[src/design/plti_pkg.sv]
`timescale 1ns / 1ps

package plti_pkg;

  localparam int TABLE_DEPTH = 1024;
  localparam int FRAC_BITS   = 16;
  localparam int SCAN_SPAN   = 8;

  localparam int DATA_W   = 32;
  localparam int WORD_W   = 2 * DATA_W;
  localparam int SPAN_W   = DATA_W + 1;
  localparam int IDX_W    = $clog2(TABLE_DEPTH);
  localparam int CNT_W    = $clog2(TABLE_DEPTH + 1);
  localparam int ENTRY_W  = 10;
  localparam int PCOUNT_W = 11;
  localparam int T_W      = FRAC_BITS + 1;
  localparam int STEP_W   = $clog2(T_W);
  localparam int PROD_W   = SPAN_W + T_W + 1;

  localparam logic [T_W-1:0]    T_ONE      = {1'b1, {FRAC_BITS{1'b0}}};
  localparam logic [PROD_W-1:0] ROUND_BIAS = {{(PROD_W - FRAC_BITS){1'b0}}, {FRAC_BITS{1'b1}}};

  localparam logic MODE_WRITE = 1'b0;
  localparam logic MODE_EVAL  = 1'b1;

  typedef enum logic [1:0] {
    KIND_INTERP = 2'd0,
    KIND_LEFT   = 2'd1,
    KIND_RIGHT  = 2'd2,
    KIND_SINGLE = 2'd3
  } clamp_kind_t;

  typedef struct packed {
    logic                     start;
    logic signed [SPAN_W-1:0] dx;
    logic signed [SPAN_W-1:0] span;
  } div_req_t;

endpackage

[src/design/plti_blend.sv]
`timescale 1ns / 1ps

module plti_blend import plti_pkg::*; (
  input  logic                     clk,
  input  logic                     rst,
  input  logic                     start,
  input  logic signed [DATA_W-1:0] y0,
  input  logic signed [SPAN_W-1:0] dy,
  input  logic [T_W-1:0]           t,
  output logic                     done,
  output logic [DATA_W-1:0]        value
);

  logic                     prod_vld;
  logic signed [PROD_W-1:0] prod;
  logic signed [PROD_W-1:0] biased;
  logic signed [PROD_W-1:0] scaled;

  // truncate toward zero: bias negative products before the arithmetic shift
  assign biased = prod + (prod[PROD_W-1] ? $signed(ROUND_BIAS) : $signed(PROD_W'(0)));
  assign scaled = biased >>> FRAC_BITS;

  always_ff @(posedge clk) begin
    if (rst) begin
      prod_vld <= 1'b0;
      done     <= 1'b0;
    end else begin
      prod_vld <= start;
      done     <= prod_vld;
    end
  end

  always_ff @(posedge clk) begin
    if (start) begin
      prod <= PROD_W'(dy) * PROD_W'($signed({1'b0, t}));
    end
    if (prod_vld) begin
      value <= y0 + scaled[DATA_W-1:0];
    end
  end

endmodule

[config.mk]
export PLATFORM = sky130hd
export DESIGN_NAME = plti_blend
export DESIGN_NICKNAME = d
export VERILOG_FILES = /design/src/design/plti_pkg.sv /design/src/design/plti_blend.sv
export SDC_FILE = /design/constraint.sdc
export NUM_CORES = 2
export LEC_CHECK = 0
export ABC_AREA = 1
export BUFFER_PORTS_ARGS = -buffer_cell sky130_fd_sc_hd__buf_2
export CAP_MARGIN = 20
export CORE_MARGIN = 2
export CORE_UTILIZATION = 45
export DETAILED_ROUTE_END_ITERATION = 7
export SLEW_MARGIN = 20
export SYNTH_ARGS = -nofsm -noshare
export SYNTH_HDL_FRONTEND = slang
export SYNTH_SLANG_ARGS = --single-unit
export TNS_END_PERCENT = 50
[constraint.sdc]
create_clock -name clk -period 8.1 [get_ports clk]
set_input_delay 1.215 -clock clk [delete_from_list [all_inputs] [get_ports clk]]
set_output_delay 1.215 -clock clk [all_outputs]
set_load 0.05 [all_outputs]
* Yosys cells after proc, flatten, opt, wreduce, memory -nomap -nowiden
Cells that the tools add are included. Widths: inputs -> output; s select.
Cells by class: multipliers 1, muxes and demuxes 1, $add $sub $neg 2
Operators with widths (number):
- $mul 33x18->51 | 1
- $add 48x17->48 | 1
- $add 32x32->32 | 1
- $mux 16 | 1
Word-level totals: output and inout port bits 33, input port bits 85, logic and storage cells 8, register bits 85

* Logic depth before layout (Yosys ltp)
depth in word-level cells 3, mapped depth 29, depth with buffers taken out 27

* Least setup slack after synthesis
No wires, ideal clock.
path kind in2reg, start input port dy[32], end register prod[42] (data pin), buffers on the path 2, data required time 7.847 ns, arrival time 6.382 ns, slack 1.465 ns, library setup time 0.253 ns, stages on the path 20, cell sequence clkbuf_1 > clkbuf_1 > nand2_1 > inv_1 > fa_1 > fa_1 > fa_1 > fa_1 > fa_1 > inv_1 > fa_1 > inv_1 > ha_1 > nand2_1 > nor2_1 > nand2_1 > nor3_1 > nand3_1 > nand4_1 > nand2_1
Between the ends: cells in the longest elaborated chain, start to end 1
RTL lines:
- start: declaration | RTL line plti_blend.sv:8 | input logic signed [SPAN_W-1:0] dy,
- $mul 33x18->51 | RTL line plti_blend.sv:35 | prod <= PROD_W'(dy) * PROD_W'($signed({1'b0, t}));
- end signal: assignment | RTL line plti_blend.sv:35
- end: declaration | RTL line plti_blend.sv:15 | logic signed [PROD_W-1:0] prod;
No other way between the ends. A chain may end at the register's enable or synchronous reset.

* Worst setup path in the final report
start input port t[10], end register prod[47] (data pin)
Between the ends: cells in the longest elaborated chain, start to end 1
RTL lines:
- start: declaration | RTL line plti_blend.sv:9 | input logic [T_W-1:0] t,
- $mul 33x18->51 | RTL line plti_blend.sv:35
No other way between the ends.

==> flow_metrics.env <==
export IMPL_run_status="finished clean"
export IMPL_postSynthNetCount=4570
export IMPL_fill_cells=6216
export IMPL_final_layout_size_suffix_gt1_share_pct=4.56
export IMPL_ys_types=38
export IMPL_hold_path_class="reg -> reg"
export IMPL_numCtsBuffers=9
export IMPL_min_to="value[23]$_DFFE_PP_"
export IMPL_num_io_pins=118
export IMPL_clock_tree_htree_level_count=3
export IMPL_clkSinkCount=83
export IMPL_clk_path_buf_depth=2
export IMPL_timing_final_crit_period_ps=6900
export IMPL_grt_use_total_pct=24.4
export IMPL_seq_area_frac_synth_pct=8.98
export IMPL_post_cts_hold_buffer_count=0
export IMPL_yosys_register_bits=83
export IMPL_tns_ps=0
export IMPL_slew_headroom_pct=44.4
export IMPL_setup_viol_count_final=0
export IMPL_critical_register_to_register_path_endpoint="value[26]$_DFFE_PP_"
export IMPL_cp_data_required_time_ps=8200
export IMPL_r2r_slack_ps=3950
export IMPL_insertedDiodeCount=0
export IMPL_fp_dieArea_um2=63200
export IMPL_worstSetupPathType="in -> reg"
export IMPL_grt_pass1_wl_um=122000
export IMPL_post_cts_buffers=0
export IMPL_period_share_pct=85.2
export IMPL_viasPerCell=4.87
export IMPL_multi_input_comb_area_um2=20400
export IMPL_critical_path_max_stage_delay_ps=610
export IMPL_layout_nets=4581
export IMPL_final_core_utilization_pct=48.0
export IMPL_drt_antenna_violating_nets=0
export IMPL_yosysWarnings=0
export IMPL_area_delta_synth_final_pct=5.29
export IMPL_cp_cell_sequence="buf_2 -> nand2_1 -> fa_1 -> inv_1 -> fa_1 -> inv_1 -> fa_1 -> inv_1 -> fa_1 -> inv_1 -> fa_1 -> fa_1 -> inv_1 -> ha_1 -> nand2_1 -> inv_1 -> nand2_1 -> nor3_1 -> nand2_1 -> nor2_1 -> nand2_1 -> nand4_1 -> nand2_1"
export IMPL_grt_overflow_total=0
export IMPL_clockRootBuffer="sky130_fd_sc_hd__clkbuf_16"
export IMPL_worst_endpoint_data_arrival_time_ps=7000
export IMPL_drt_wirelength_per_cell_um=16.0
export IMPL_largest_fanout_on_the_critical_path=33
export IMPL_gpl_final_weighted_congestion=0.969
export IMPL_drt_iter0_markers=1302
export IMPL_worst_path_max_delay_cell="sky130_fd_sc_hd__fa_1"
export IMPL_post_cts_resize_count=0
export IMPL_cell_count_of_the_worst_reg_to_reg_path=24
export IMPL_max_freq_mhz=145
export IMPL_post_synth_cell_area_avg_um2=7.28
export IMPL_clock_skew_final_ps=9.60
export IMPL_end_kind="register"
export IMPL_placementRows=90
export IMPL_initial_antenna_violation_count=1
export IMPL_final_hold_violation_count=0
export IMPL_fraction_of_registers_with_async_set_reset_pct=0
export IMPL_hpwl_um=63500
export IMPL_worstReg2RegStart="prod[50]$_DFFE_PP_"
export IMPL_detailroute_via_count=22300
export IMPL_slew_viol_final=0
export IMPL_synth_edf_count=81
export IMPL_mappedNetlistArea_um2=27500
export IMPL_min_from="prod_vld$_SDFF_PP0_"
export IMPL_dieWidth_um=251
export IMPL_cts_tree="done"
export IMPL_die_height_um=251
export IMPL_drt_wl_total_um=73200
export IMPL_design_core_area_um2=60400
export IMPL_max_cap_violations=0
export IMPL_register_area_um2=2470
export IMPL_worstMarginPinSlew_ps=834
export IMPL_clock_insertion_delay_worst_skew_ps=350
export IMPL_port_buffer_count=117
export IMPL_grt_pass1_vias=23600
export IMPL_initial_core_utilization_pct=45.6
export IMPL_most_used_flip_flop_cell_after_synthesis="sky130_fd_sc_hd__edfxtp_1"
export IMPL_grt_setup_unrepaired="false"
export IMPL_drt_pre_antenna_iters=5
export IMPL_startpoint_type="primary input"
export IMPL_largest_net_degree_at_the_start_of_global_routing=51
export IMPL_gate_count_after_technology_mapping=3782
export IMPL_drcViolationCount=0
export IMPL_clkTransAtPathRegs_ps=60
export IMPL_hold_path_cell_count=0
-- state kept, by name, summed over array words and instances (netlist names) --
signal	cells
prod	49
done	1
value	32
prod_vld	1
-- layout make-up --
class / instances / area share [%]
clock buffers: 9 / 0.777
clock inverters: 6 / 0.147
inverters: 1100 / 14.2
multi-input cells: 2465 / 70.5
flip-flops and latches: 83 / 8.53
well taps: 782 / 3.38
repair buffers: 134 / 2.46
-- layer usage --
layer  wire, um  vias to the layer above  track usage (%)
li1           -                    10900                -
met1      33500                    10900             33.2
met2      35700                      489             43.2
met3       2720                       80             1.48
met4       1230                        2             4.52
met5         13                        -                0
-- cell usage after synthesis (30+ instances only) --
cell	n	area, um2
sky130_fd_sc_hd__ha_1	166	2080
sky130_fd_sc_hd__nand2_1	1129	4240
sky130_fd_sc_hd__edfxtp_1	81	2430
sky130_fd_sc_hd__nor2_1	189	709
sky130_fd_sc_hd__a21oi_1	109	546
sky130_fd_sc_hd__o21ai_0	52	260
sky130_fd_sc_hd__nand4_1	30	188
sky130_fd_sc_hd__xor2_1	43	377
sky130_fd_sc_hd__clkbuf_1	134	503
sky130_fd_sc_hd__fa_1	537	10800
sky130_fd_sc_hd__nand3_1	109	546
sky130_fd_sc_hd__inv_1	1098	4120
-- worst max-delay path: cells and delay by family --
| kind | cells | cell delay, ps |
|---|---|---|
| AND/OR/NAND/NOR | 9 | 1190 |
| adder cells (fa/ha/maj) | 7 | 3520 |
| buffers and inverters | 7 | 1000 |
-- placed cells by master (no fill, tap or decap), types with 3 or more instances in the layout --
cell	netlist	final
sky130_fd_sc_hd__nand3_1	109	109
sky130_fd_sc_hd__buf_4	0	17
sky130_fd_sc_hd__a21o_1	4	4
sky130_fd_sc_hd__xnor2_1	7	7
sky130_fd_sc_hd__clkbuf_16	0	9
sky130_fd_sc_hd__nand2_1	1129	1129
sky130_fd_sc_hd__o21ai_1	3	3
sky130_fd_sc_hd__o21ai_0	52	52
sky130_fd_sc_hd__o21bai_1	13	13
sky130_fd_sc_hd__buf_2	0	117
sky130_fd_sc_hd__a21oi_1	109	109
sky130_fd_sc_hd__nand4_1	30	30
sky130_fd_sc_hd__edfxtp_1	81	81
sky130_fd_sc_hd__o21a_1	3	3
sky130_fd_sc_hd__nand3b_1	13	13
sky130_fd_sc_hd__nand2_2	6	6
sky130_fd_sc_hd__nor3_2	3	3
sky130_fd_sc_hd__a21boi_0	5	5
sky130_fd_sc_hd__ha_1	166	166
sky130_fd_sc_hd__fa_1	537	537
sky130_fd_sc_hd__nor3_1	24	24
sky130_fd_sc_hd__nor2_1	189	189
sky130_fd_sc_hd__xor2_1	43	43
sky130_fd_sc_hd__inv_1	1098	1098
-- cells by family (layout without fill, tap and decap cells) --
family	after synthesis	in the layout	synth area share (%)
and+or+nand+nor	1520	1520	22.2
buffers and inverters	1234	1249	16.8
adders and majority gates	703	703	46.6
AOI/OAI and AO/OA	192	192	3.75
DFF	83	83	8.98
xor gates and xnor gates	50	50	1.59
-- stage by stage --
step           std cells  hold WS (ps)  setup slack [ps]  cell area (um2)
4_1_cts             4579           539              1230            29000
5_1_grt             4579           547               898            29000
2_1_floorplan       3782           700              1470            27500
6_report            4579           539              1200            29000
3_5_place_dp        4564           524               848            28700
3_3_place_gp        4564           524               873            28700
-- worst max path at each step --
stage / start / to / slack [ps]
final: t[10] / prod[47]$_DFFE_PP_ / 1200
after global routing: t[4] / prod[42]$_DFFE_PP_ / 900
after detailed placement: t[4] / prod[42]$_DFFE_PP_ / 850
after floorplan: dy[32] / prod[42]$_DFFE_PP_ / 1470
after CTS: t[4] / prod[42]$_DFFE_PP_ / 1230
after global placement: t[5] / prod[42]$_DFFE_PP_ / 870
Power is not shown: default switching activity piles up to over one toggle a cycle in this logic, so the estimate is an artifact.
