==> src/design/plti_pkg.sv <==
`timescale 1ns / 1ps

package plti_pkg;

  localparam int TABLE_DEPTH = 1024;
  localparam int FRAC_BITS   = 16;
  localparam int SCAN_SPAN   = 8;

  localparam int DATA_W   = 32;
  localparam int WORD_W   = 2 * DATA_W;
  localparam int SPAN_W   = DATA_W + 1;
  localparam int IDX_W    = $clog2(TABLE_DEPTH);
  localparam int CNT_W    = $clog2(TABLE_DEPTH + 1);
  localparam int ENTRY_W  = 10;
  localparam int PCOUNT_W = 11;
  localparam int T_W      = FRAC_BITS + 1;
  localparam int STEP_W   = $clog2(T_W);
  localparam int PROD_W   = SPAN_W + T_W + 1;

  localparam logic [T_W-1:0]    T_ONE      = {1'b1, {FRAC_BITS{1'b0}}};
  localparam logic [PROD_W-1:0] ROUND_BIAS = {{(PROD_W - FRAC_BITS){1'b0}}, {FRAC_BITS{1'b1}}};

  localparam logic MODE_WRITE = 1'b0;
  localparam logic MODE_EVAL  = 1'b1;

  typedef enum logic [1:0] {
    KIND_INTERP = 2'd0,
    KIND_LEFT   = 2'd1,
    KIND_RIGHT  = 2'd2,
    KIND_SINGLE = 2'd3
  } clamp_kind_t;

  typedef struct packed {
    logic                     start;
    logic signed [SPAN_W-1:0] dx;
    logic signed [SPAN_W-1:0] span;
  } div_req_t;

endpackage

==> src/design/plti_div.sv <==
`timescale 1ns / 1ps

module plti_div import plti_pkg::*; (
  input  logic           clk,
  input  logic           rst,
  input  div_req_t       req,
  output logic           done,
  output logic [T_W-1:0] t
);

  logic [SPAN_W-1:0] abs_dx;
  logic [SPAN_W-1:0] abs_span;
  logic [DATA_W-1:0] mag_dx;
  logic [DATA_W-1:0] mag_span;
  logic              neg;
  logic              dx_zero;
  logic              trivial;
  logic              saturate;

  logic              busy;
  logic [STEP_W-1:0] cnt;
  logic [SPAN_W-1:0] rem;
  logic [DATA_W-1:0] den;
  logic [T_W-1:0]    quo;
  logic              ge;
  logic [SPAN_W-1:0] rem_sub;
  logic [T_W-1:0]    quo_step;
  logic              last;

  // magnitudes of 33-bit differences of 32-bit words always fit in 32 bits
  assign abs_dx   = req.dx[SPAN_W-1] ? SPAN_W'(-req.dx) : SPAN_W'(req.dx);
  assign abs_span = req.span[SPAN_W-1] ? SPAN_W'(-req.span) : SPAN_W'(req.span);
  assign mag_dx   = abs_dx[DATA_W-1:0];
  assign mag_span = abs_span[DATA_W-1:0];
  assign dx_zero  = (req.dx == '0);
  assign neg      = req.dx[SPAN_W-1] ^ req.span[SPAN_W-1];
  assign trivial  = neg || dx_zero;
  // quotient of at least two units always clips to one
  assign saturate = ({1'b0, mag_dx} >= {mag_span, 1'b0});

  assign ge       = (rem >= {1'b0, den});
  assign rem_sub  = ge ? (rem - {1'b0, den}) : rem;
  assign quo_step = {quo[T_W-2:0], ge};
  assign last     = (cnt == STEP_W'(T_W - 1));

  always_ff @(posedge clk) begin
    if (rst) begin
      busy <= 1'b0;
      done <= 1'b0;
    end else begin
      done <= 1'b0;
      if (req.start) begin
        if (trivial || saturate) begin
          done <= 1'b1;
        end else begin
          busy <= 1'b1;
        end
      end else if (busy && last) begin
        busy <= 1'b0;
        done <= 1'b1;
      end
    end
  end

  always_ff @(posedge clk) begin
    if (req.start) begin
      rem <= {1'b0, mag_dx};
      den <= mag_span;
      quo <= '0;
      cnt <= '0;
      if (trivial) begin
        t <= '0;
      end else if (saturate) begin
        t <= T_ONE;
      end
    end else if (busy) begin
      rem <= {rem_sub[DATA_W-1:0], 1'b0};
      quo <= quo_step;
      cnt <= cnt + STEP_W'(1);
      if (last) begin
        t <= (quo_step > T_ONE) ? T_ONE : quo_step;
      end
    end
  end

endmodule

==> config.mk <==
export PLATFORM = sky130hd
export DESIGN_NAME = plti_div
export DESIGN_NICKNAME = d
export VERILOG_FILES = /design/src/design/plti_pkg.sv /design/src/design/plti_div.sv
export SDC_FILE = /design/constraint.sdc
export NUM_CORES = 1
export LEC_CHECK = 0
export ABC_CLOCK_PERIOD_IN_PS = 11700
export BUFFER_PORTS_ARGS = -buffer_cell sky130_fd_sc_hd__buf_4
export CAP_MARGIN = 5
export CORE_ASPECT_RATIO = 0.6
export CORE_MARGIN = 3
export CORE_UTILIZATION = 60
export DETAILED_ROUTE_END_ITERATION = 12
export PLACE_DENSITY_LB_ADDON = 0.08
export SLEW_MARGIN = 20
export SYNTH_ARGS = -nofsm -noshare
export SYNTH_HDL_FRONTEND = slang
export SYNTH_SLANG_ARGS = --single-unit
==> constraint.sdc <==
create_clock -name clk -period 11.7 [get_ports clk]
set_input_delay 2.34 -clock clk [delete_from_list [all_inputs] [get_ports clk]]
set_output_delay 2.34 -clock clk [all_outputs]
set_load 0.1 [all_outputs]
# Word level (Yosys, flattened, before mapping)

Index checks and enable logic that the tools add are counted.

Output and inout port bits: 18
Logic and storage cells: 45
Input port bits: 69
Bits in registers: 105

Bitwise logic cells: 1
Reductions and logical operators: 9
Equal/unequal tests: 3
$add $sub $neg: 4
Order comparisons: 3
Muxes and demuxes: 17

Operators with widths:

| cell                   | number |
|---|---|
| $mux W32               | 5 |
| $mux W17               | 6 |
| $neg A32 Y32           | 2 |
| $ge A32 B33 Y1         | 1 |
| $ge A33 B32 Y1         | 1 |
| $logic_not A33 Y1      | 1 |
| $sub A32 B32 Y32       | 1 |
| $gt A17 B17 Y1 const B | 1 |
| $mux W1                | 6 |
| $reduce_bool A2 Y1     | 3 |
| $add A5 B1 Y5 const B  | 1 |
| $eq A5 B5 Y1 const B   | 1 |
| $ne A3 B1 Y1 const B   | 1 |
| $reduce_and A3 Y1      | 1 |
| $logic_or A1 B1 Y1     | 2 |
| $ne A2 B2 Y1 const B   | 1 |
| $reduce_and A2 Y1      | 1 |
| $logic_and A1 B1 Y1    | 1 |
| $xor A1 B1 Y1          | 1 |

# Depth between registers and ports, before layout

Gate-level depths: netlist of run 1.

Depth after elaboration: 6
Gate-level depth with buffers: 19
Gate-level depth less buffers: 19

# Worst setup path after synthesis of run 1

No wires, ideal clock.

Kind: input to register
Start: input req[9] (netlist name)
End: register t[0], enable pin
Library setup time: 418 ps
Arrival time: 6742 ps
Slack: 4541 ps
Path buffers: 0
Data required time: 11282 ps
Stages on the path: 15
Cells stage by stage: or4_1 -> nor4_2 -> and2b_1 -> nand2_1 -> or3_1 -> or4_1 -> o31a_1 -> xnor2_2 -> ha_1 -> nand2_1 -> nor3_1 -> nand2_1 -> nor3_1 -> a21oi_1 -> o31ai_1

Word-level cells in the longest chain between the ends: 5

Ends and longest elaborated chain:

| what                          | line           | RTL |
|---|---|---|
| from (decl)                   | plti_div.sv:6  | `input div_req_t req,` |
| $neg A32 Y32                  | plti_div.sv:32 | `assign abs_span = req.span[SPAN_W-1] ? SPAN_W'(-req.span) : SPAN_W'(req.span);` |
| $mux W32 *                    | plti_div.sv:32 |  |
| $ge A32 B33 Y1 *              | plti_div.sv:39 | `assign saturate = ({1'b0, mag_dx} >= {mag_span, 1'b0});` |
| $ne A3 B1 Y1 (no line) *      | -              |  |
| $reduce_and A3 Y1 (no line) * | -              |  |
| to (signal assigned)          | plti_div.sv:81 | `t <= (quo_step > T_ONE) ? T_ONE : quo_step;` |
| to (decl)                     | plti_div.sv:8  | `output logic [T_W-1:0] t` |

Mark *: on every way between the ends. The rest lies on a longest branch, timed or not.
A chain may end at the register's enable or synchronous reset.

# Worst setup path after layout of run 1

Start: input req[9] (netlist name)
End: register t[7], enable pin

The elaborated chain is that of the path after synthesis.

==> flow_summary.json, run 1 <==
{
  "endpoint_kind": "flip-flop",
  "antennaDiodeCount": 0,
  "required_ns": 11.80,
  "drv_cap": 0,
  "ys.flop_type": "edfxtp_1",
  "dr_wl_met2_um": 8485,
  "first_global_vias": 6526,
  "dr.pass1.iters": 6,
  "slew_violations": 0,
  "power.net_switching_mw": 0.6571,
  "drive_gt1_share_pct": 13.47,
  "yosys.cell_types.count": 70,
  "clock_skew_ns": 0.01542,
  "switching_share_pct": 41.70,
  "clock.fmax_ghz": 0.1555,
  "wl_met1_um": 10930,
  "clockBufferDepth": 2,
  "critical_path_class": "in2reg",
  "hold_path.class": "reg2reg",
  "hold_viol_final": 0,
  "crit_arrival_ns": 6.52,
  "fin_crit_sh_pct": 54.95,
  "syn_area_mm2": 0.008089,
  "holdBufCountCts": 0,
  "layout_common_cells": "buf_4 (91), inv_1 (86), edfxtp_1 (81)",
  "post-cts-setup-buffer-count": 0,
  "htree_levels": 3,
  "seq_area_frac_synth_pct": 36.01,
  "layout_commonest_cell": "buf_4",
  "outcome": "complete, no violations",
  "rsz0062_at_grt": "no",
  "cts_sinks": 105,
  "met3WireLength_um": 2937,
  "synth-edff-count": 81,
  "layout-area-overhead-vs-synth_pct": 13.57,
  "worstPathMaxFanout": 17,
  "top_layer": "met4",
  "wl_per_cell_um": 20.21,
  "io_buffers": 86,
  "wirelength_um": 22640,
  "relSlewSlack_pct": 40.00,
  "clock_latency_ns": 0.36,
  "ys_warn_count": 0,
  "ys_ff_latch": 105,
  "seq_power_share_pct": 31.8,
  "leakage_nw": 3.886,
  "avgSynthCellArea_um2": 9.276,
  "initial_utilization_pct": 62.16,
  "gp_congestion": 0.9060,
  "power_frac_comb_pct": 49.1,
  "die_x_um": 155.9,
  "vias": 7084,
  "cts_tree": "built",
  "cts_made_buffers": 9,
  "clkPwrFrac_pct": 19.1,
  "fin_tns_setup_ns": 0,
  "p_int_mw": 0.9185,
  "min_period_ns": 6.429,
  "ir_drop_mv": 0.09521,
  "grt_usage_pct": 30.52,
  "vias_per_cell": 6.325,
  "io_pins": 87,
  "final_nets": 1082,
  "total_power_mw": 1.576,
  "syn_inst": 872,
  "power_density_mw_per_mm2": 171.5,
  "antenna_found_initial": 0,
  "cts_resized": 0,
  "grt_remaining_overflow": 0,
  "coreArea_mm2": 0.01301,
  "async_flop_share_pct": 0,
  "syn-num-nets": 1009,
  "num_rows": 32,
  "drt-initial-drc-count": 842,
  "startpoint_type": "primary input",
  "grt_start_max_net_pins": 84,
  "die-area_mm2": 0.01496,
  "place_hpwl_um": 17970,
  "tightest_slew_ns": 0.8968,
  "cts_root_buffer": "clkbuf_16",
  "drc": 0,
  "grt_pass1_wl_um": 35090,
  "ant_nets": 0,
  "setup_viol": 0,
  "clk_pin_slew_ns": 0.08,
  "die_y_um": 95.94
}
## flip-flops by register name, summed over array words and instances, names as in the netlist
signal	flops
quo	16
den	32
done	1
cnt	5
rem	33
busy	1
t	17
## final timing paths
check	startpoint	endpoint	slack, ns	cells after the start
min	cnt[4]$_SDFFE_PP0P_	cnt[4]$_SDFFE_PP0P_	0.52	2
min reg2reg	cnt[4]$_SDFFE_PP0P_	cnt[4]$_SDFFE_PP0P_	0.52	2
max reg2reg	rem[11]$_DFFE_PP_	t[1]$_SDFFCE_PP0P_	7.59	11
max	req[9]	t[7]$_SDFFCE_PP0P_	5.27	19
## critical path, stage by stage
cell and delay [ns]:
buf_4 0.12, or4_1 0.60, nor4_2 0.23, and2b_1 0.22
nand2_1 0.09, or3_1 0.37, or4_1 0.53, nand2_1 0.11
xor2_1 0.25, ha_1 0.29, nand4_1 0.12, nor2_1 0.06
a211oi_1 0.22, o21ai_0 0.12, a21oi_1 0.16, o21ai_0 0.10
a21oi_1 0.26, o31ai_2 0.09, buf_4 0.23
## layer usage
metal	vias to the layer above	global-route usage, %
met1	3332	48.51
li1	3306	-
met5	-	0
met3	31	8.356
met2	415	40.79
met4	0	5.511
## power by group through the flow
stage	Clock [mW]	Sequential [mW]	Combinational [mW]
finish	0.301	0.501	0.773
global route	0.318	0.507	0.836
CTS	0.303	0.500	0.752
detailed placement	0	0.508	0.746
global placement	0	0.506	0.721
floorplan	0	0.541	0.503
## synthesized netlist by cell type (all sizes together) (20+ instances only)
master  instances  share of area [%]
dfxtp          24                5.9
nor2           54                2.5
xor2           35                3.8
inv            86                4.0
ha             67                 10
edfxtp         81                 30
clkbuf         22                1.0
xnor2          52                5.7
and2           20                1.6
nand2          67                3.1
mux2i          42                5.2
a21oi          49                3.1
o21ai          70                4.3
## layout make-up
type                    count  area (um2)
multi-input cells         652        4756
fillers                  1011        3826
flip-flops and latches    105        2913
repair buffers             91       683.2
inverters                  86       322.8
clock buffers               9       225.2
well taps                 170       212.7
clock inverters             7       73.82
## through the flow
stage	hold WS (ns)	instances	area, um2	worst slack [ns]	util (%)
global route	0.5590	1120	9186	4.835	70.60
CTS	0.5227	1120	9186	5.297	70.60
floorplan	0.4787	872	8089	4.541	-
global placement	0.4967	1104	8887	5.107	68.30
finish	0.5196	1120	9186	5.271	70.60
detailed placement	0.5029	1104	8887	4.946	68.30
## cells by family (layout without fill, tap and decap cells)
logic type | Yosys count | after routing | synth area share, %
AND/OR/NAND/NOR | 233 | 233 | 15.30
adder cells (fa/ha/maj) | 68 | 68 | 10.61
flip-flops | 105 | 105 | 36.01
AO/OA/AOI/OAI | 221 | 221 | 17.71
multiplexers | 43 | 43 | 5.336
XOR/XNOR | 87 | 87 | 9.513
buffers and inverters | 115 | 193 | 5.522
Power figures use the tool's default switching activity.
==> inputs of run 2 (changes only) <==
--- a/config.mk
+++ b/config.mk
@@ -5,7 +5,8 @@
 export SDC_FILE = /design/constraint.sdc
 export NUM_CORES = 1
 export LEC_CHECK = 0
-export ABC_CLOCK_PERIOD_IN_PS = 11700
+export ABC_AREA = 1
+export ABC_CLOCK_PERIOD_IN_PS = 6670
 export BUFFER_PORTS_ARGS = -buffer_cell sky130_fd_sc_hd__buf_4
 export CAP_MARGIN = 5
 export CORE_ASPECT_RATIO = 0.6
==> constraint.sdc (replaced) <==
create_clock -name clk -period 6.67 [get_ports clk]
set_input_delay 1.334 -clock clk [delete_from_list [all_inputs] [get_ports clk]]
set_output_delay 1.334 -clock clk [all_outputs]
set_load 0.1 [all_outputs]
==> run 2 against run 1 <==
Compared with the run above: non-clock buffer count shrank 1; cell count grew 36%; critical path depth is 5 higher; first-iteration DRC count grew 35%; global-route usage rose by 3.1 points; clock skew down 0.0035 ns; core utilization rose by 0.44 points; sequential share of layout area decreased by 2.8 points; combinational power rose by 63%; largest cell class unchanged; largest power group unchanged; highest routed layer unchanged.
==> flow_summary.json, run 2 <==
{
  "tightest_slew_ns": 0.6998,
  "initial_utilization_pct": 63.51,
  "syn_inst": 1255,
  "first_global_vias": 7974,
  "yosysMostFrequentCell": "nand2_1",
  "critPathSlowestCell": "inv_1",
  "clk_pin_slew_ns": 0.07,
  "post-cts-setup-buffer-count": 0,
  "layout_commonest_cell": "nand2_1",
  "grt_usage_pct": 33.61,
  "hold_path.class": "reg2reg",
  "layout-area-overhead-vs-synth_pct": 11.85,
  "cts_root_buffer": "clkbuf_16",
  "antenna_found_initial": 0,
  "seq_area_frac_synth_pct": 32.38,
  "die_y_um": 100.8,
  "min_period_ns": 4.679,
  "die_x_um": 164.1,
  "leakage_nw": 4.785,
  "avgSynthCellArea_um2": 7.167,
  "syn_area_mm2": 0.008995,
  "yosys-top-cells-count": "nand2_1 (309), inv_1 (186), nor2_1 (140)",
  "fin_tns_setup_ns": 0,
  "clock.fmax_ghz": 0.2137,
  "reg_top3": "rem: 33 flops, den: 32 flops, t: 17 flops",
  "synth_area_leaders": "edfxtp_1 (27%), nand2_1 (13%), ha_1 (9.3%)",
  "critical_path_class": "in2reg",
  "startpoint_type": "primary input",
  "synth-edff-count": 81,
  "grt_pass1_wl_um": 42670,
  "total_power_mw": 2.623,
  "outcome": "complete, no violations",
  "clock_skew_ns": 0.01195,
  "io_pins": 87,
  "io_buffers": 86,
  "ys_ff_latch": 105,
  "place_hpwl_um": 21620,
  "yosys.area_share.xor_xnor_pct": 7.205,
  "die-area_mm2": 0.01654,
  "synth_top_family_by_area": "simple AND/OR/NAND/NOR gates",
  "yosys.area_share.simple_pct": 31.58,
  "final_nets": 1467,
  "wl_per_cell_um": 17.43,
  "synth-compound-area-share_pct": 9.779,
  "hold_viol_final": 0,
  "crit_chain": "buf_4 -> inv_1 -> ha_1 -> nand4_1 -> nor2_1 -> inv_1 -> nor2_1 -> nand3_1 -> o21ai_2 -> xor2_1 -> inv_1 -> ha_1 -> nand2_1 -> nor2_1 -> nand2_1 -> nor3_1 -> nand2_1 -> nand2_1 -> nor2_1 -> nor2_1 -> nor2_1 -> nand3_1 -> nand3_1 -> inv_1",
  "coreArea_mm2": 0.01416,
  "drc": 0,
  "drt-initial-drc-count": 1140,
  "relSlewSlack_pct": 52.92,
  "synth_top_area_share_pct": 27.04,
  "cts_tree": "built",
  "endpoint_kind": "flip-flop",
  "synth_area_leader_cell": "edfxtp_1",
  "largest_reg_flops": 33,
  "gp_congestion": 0.9788,
  "htree_levels": 3,
  "ir_drop_mv": 0.1679,
  "rsz0062_at_grt": "no",
  "wirelength_um": 26620,
  "drive_gt1_share_pct": 11.01,
  "async_flop_share_pct": 0,
  "fill_cells": 1213,
  "clockBufferDepth": 2,
  "vias": 8640,
  "critPathMostFrequentCell": "nor2_1",
  "grt_remaining_overflow": 0,
  "cts_sinks": 105,
  "grt_start_max_net_pins": 50,
  "synthAdderAreaFrac_pct": 9.542,
  "cts_resized": 0,
  "regMostFlops": "rem",
  "multiInputGateArea_mm2": 0.005226,
  "setup_viol": 0,
  "final-seq-area_mm2": 0.002913,
  "drv_cap": 0,
  "ys_warn_count": 0,
  "cts_made_buffers": 9,
  "muxShareOfSynthArea_pct": 0,
  "crit_arrival_ns": 4.66,
  "clock_latency_ns": 0.35,
  "yosys.cell_types.count": 46,
  "power_density_mw_per_mm2": 260.7,
  "ant_nets": 0,
  "fin_crit_sh_pct": 70.15,
  "ys.flop_type": "edfxtp_1",
  "worstPathMaxFanout": 17,
  "syn-num-nets": 1392,
  "layout_common_cells": "nand2_1 (309), inv_1 (186), nor2_1 (140)",
  "antennaDiodeCount": 0,
  "required_ns": 6.65,
  "max_stage_delay_ns": 0.53,
  "slew_violations": 0,
  "holdBufCountCts": 0,
  "dr.pass1.iters": 5,
  "num_rows": 33,
  "vias_per_cell": 5.658
}
-- run 2: kinds of logic (layout without fill, tap and decap cells) --
group,Yosys count,after routing
AOI/OAI and AO/OA,153,153
and+or+nand+nor,639,639
buffers and inverters,216,296
DFF,105,105
xor gates and xnor gates,74,74
adders and majority gates,68,68
-- run 2: routing by layer --
layer  share of wire [%]  wire length, um  vias to the layer above  GRT usage, %
li1                    -                -                     4242             -
met5                   0                0                        -             0
met2                  36             9649                      520         43.45
met1                  49            12930                     3854         55.19
met3                  14             3743                       24         9.442
met4                 1.1              298                        0         5.003
-- run 2: path summary, 6_finish.rpt --
kind | depth (start not counted) | slack [ns] | from | to
worst max-delay path | 24 | 1.99 | req[0] | t[13]$_SDFFCE_PP0P_
worst min-delay path | 2 | 0.48 | rem[32]$_SDFFE_PP0P_ | rem[32]$_SDFFE_PP0P_
worst max register to register | 14 | 3.67 | rem[2]$_DFFE_PP_ | rem[26]$_DFFE_PP_
worst min register to register | 2 | 0.48 | rem[32]$_SDFFE_PP0P_ | rem[32]$_SDFFE_PP0P_
-- run 2: cell type report --
class	count	share of cell area (%)
Multi-Input combinational cell	934	51.95
Sequential cell	105	28.95
Inverter	190	7.114
Timing Repair Buffer	90	6.716
Tap cell	192	2.388
Clock buffer	10	2.375
Clock inverter	6	0.5099
-- run 2: critical path, delay by kind of cell --
family,cells,cell delay [ns]
compound gates,1,0.21
simple gates,15,1.51
buf+inv,5,0.86
fa+ha+maj,2,0.47
xor+xnor,1,0.28
-- run 2: stage by stage --
step	cell area [um2]	std cells	hold slack (ns)	setup WS, ns	util [%]
3_5_place_dp	9771	1511	0.4655	1.633	68.99
4_1_cts	10060	1527	0.4775	1.989	71.04
2_1_floorplan	8995	1255	0.4230	2.345	-
6_report	10060	1527	0.4802	1.991	71.04
3_3_place_gp	9771	1511	0.4654	1.748	68.99
5_1_grt	10060	1527	0.5143	1.407	71.04
-- run 2: report_power, final --
group,internal (mW),switching [mW],total [mW]
Sequential,0.806,0.0391,0.845
Combinational,0.432,0.828,1.26
Clock,0.269,0.249,0.518
Total,1.51,1.12,2.62
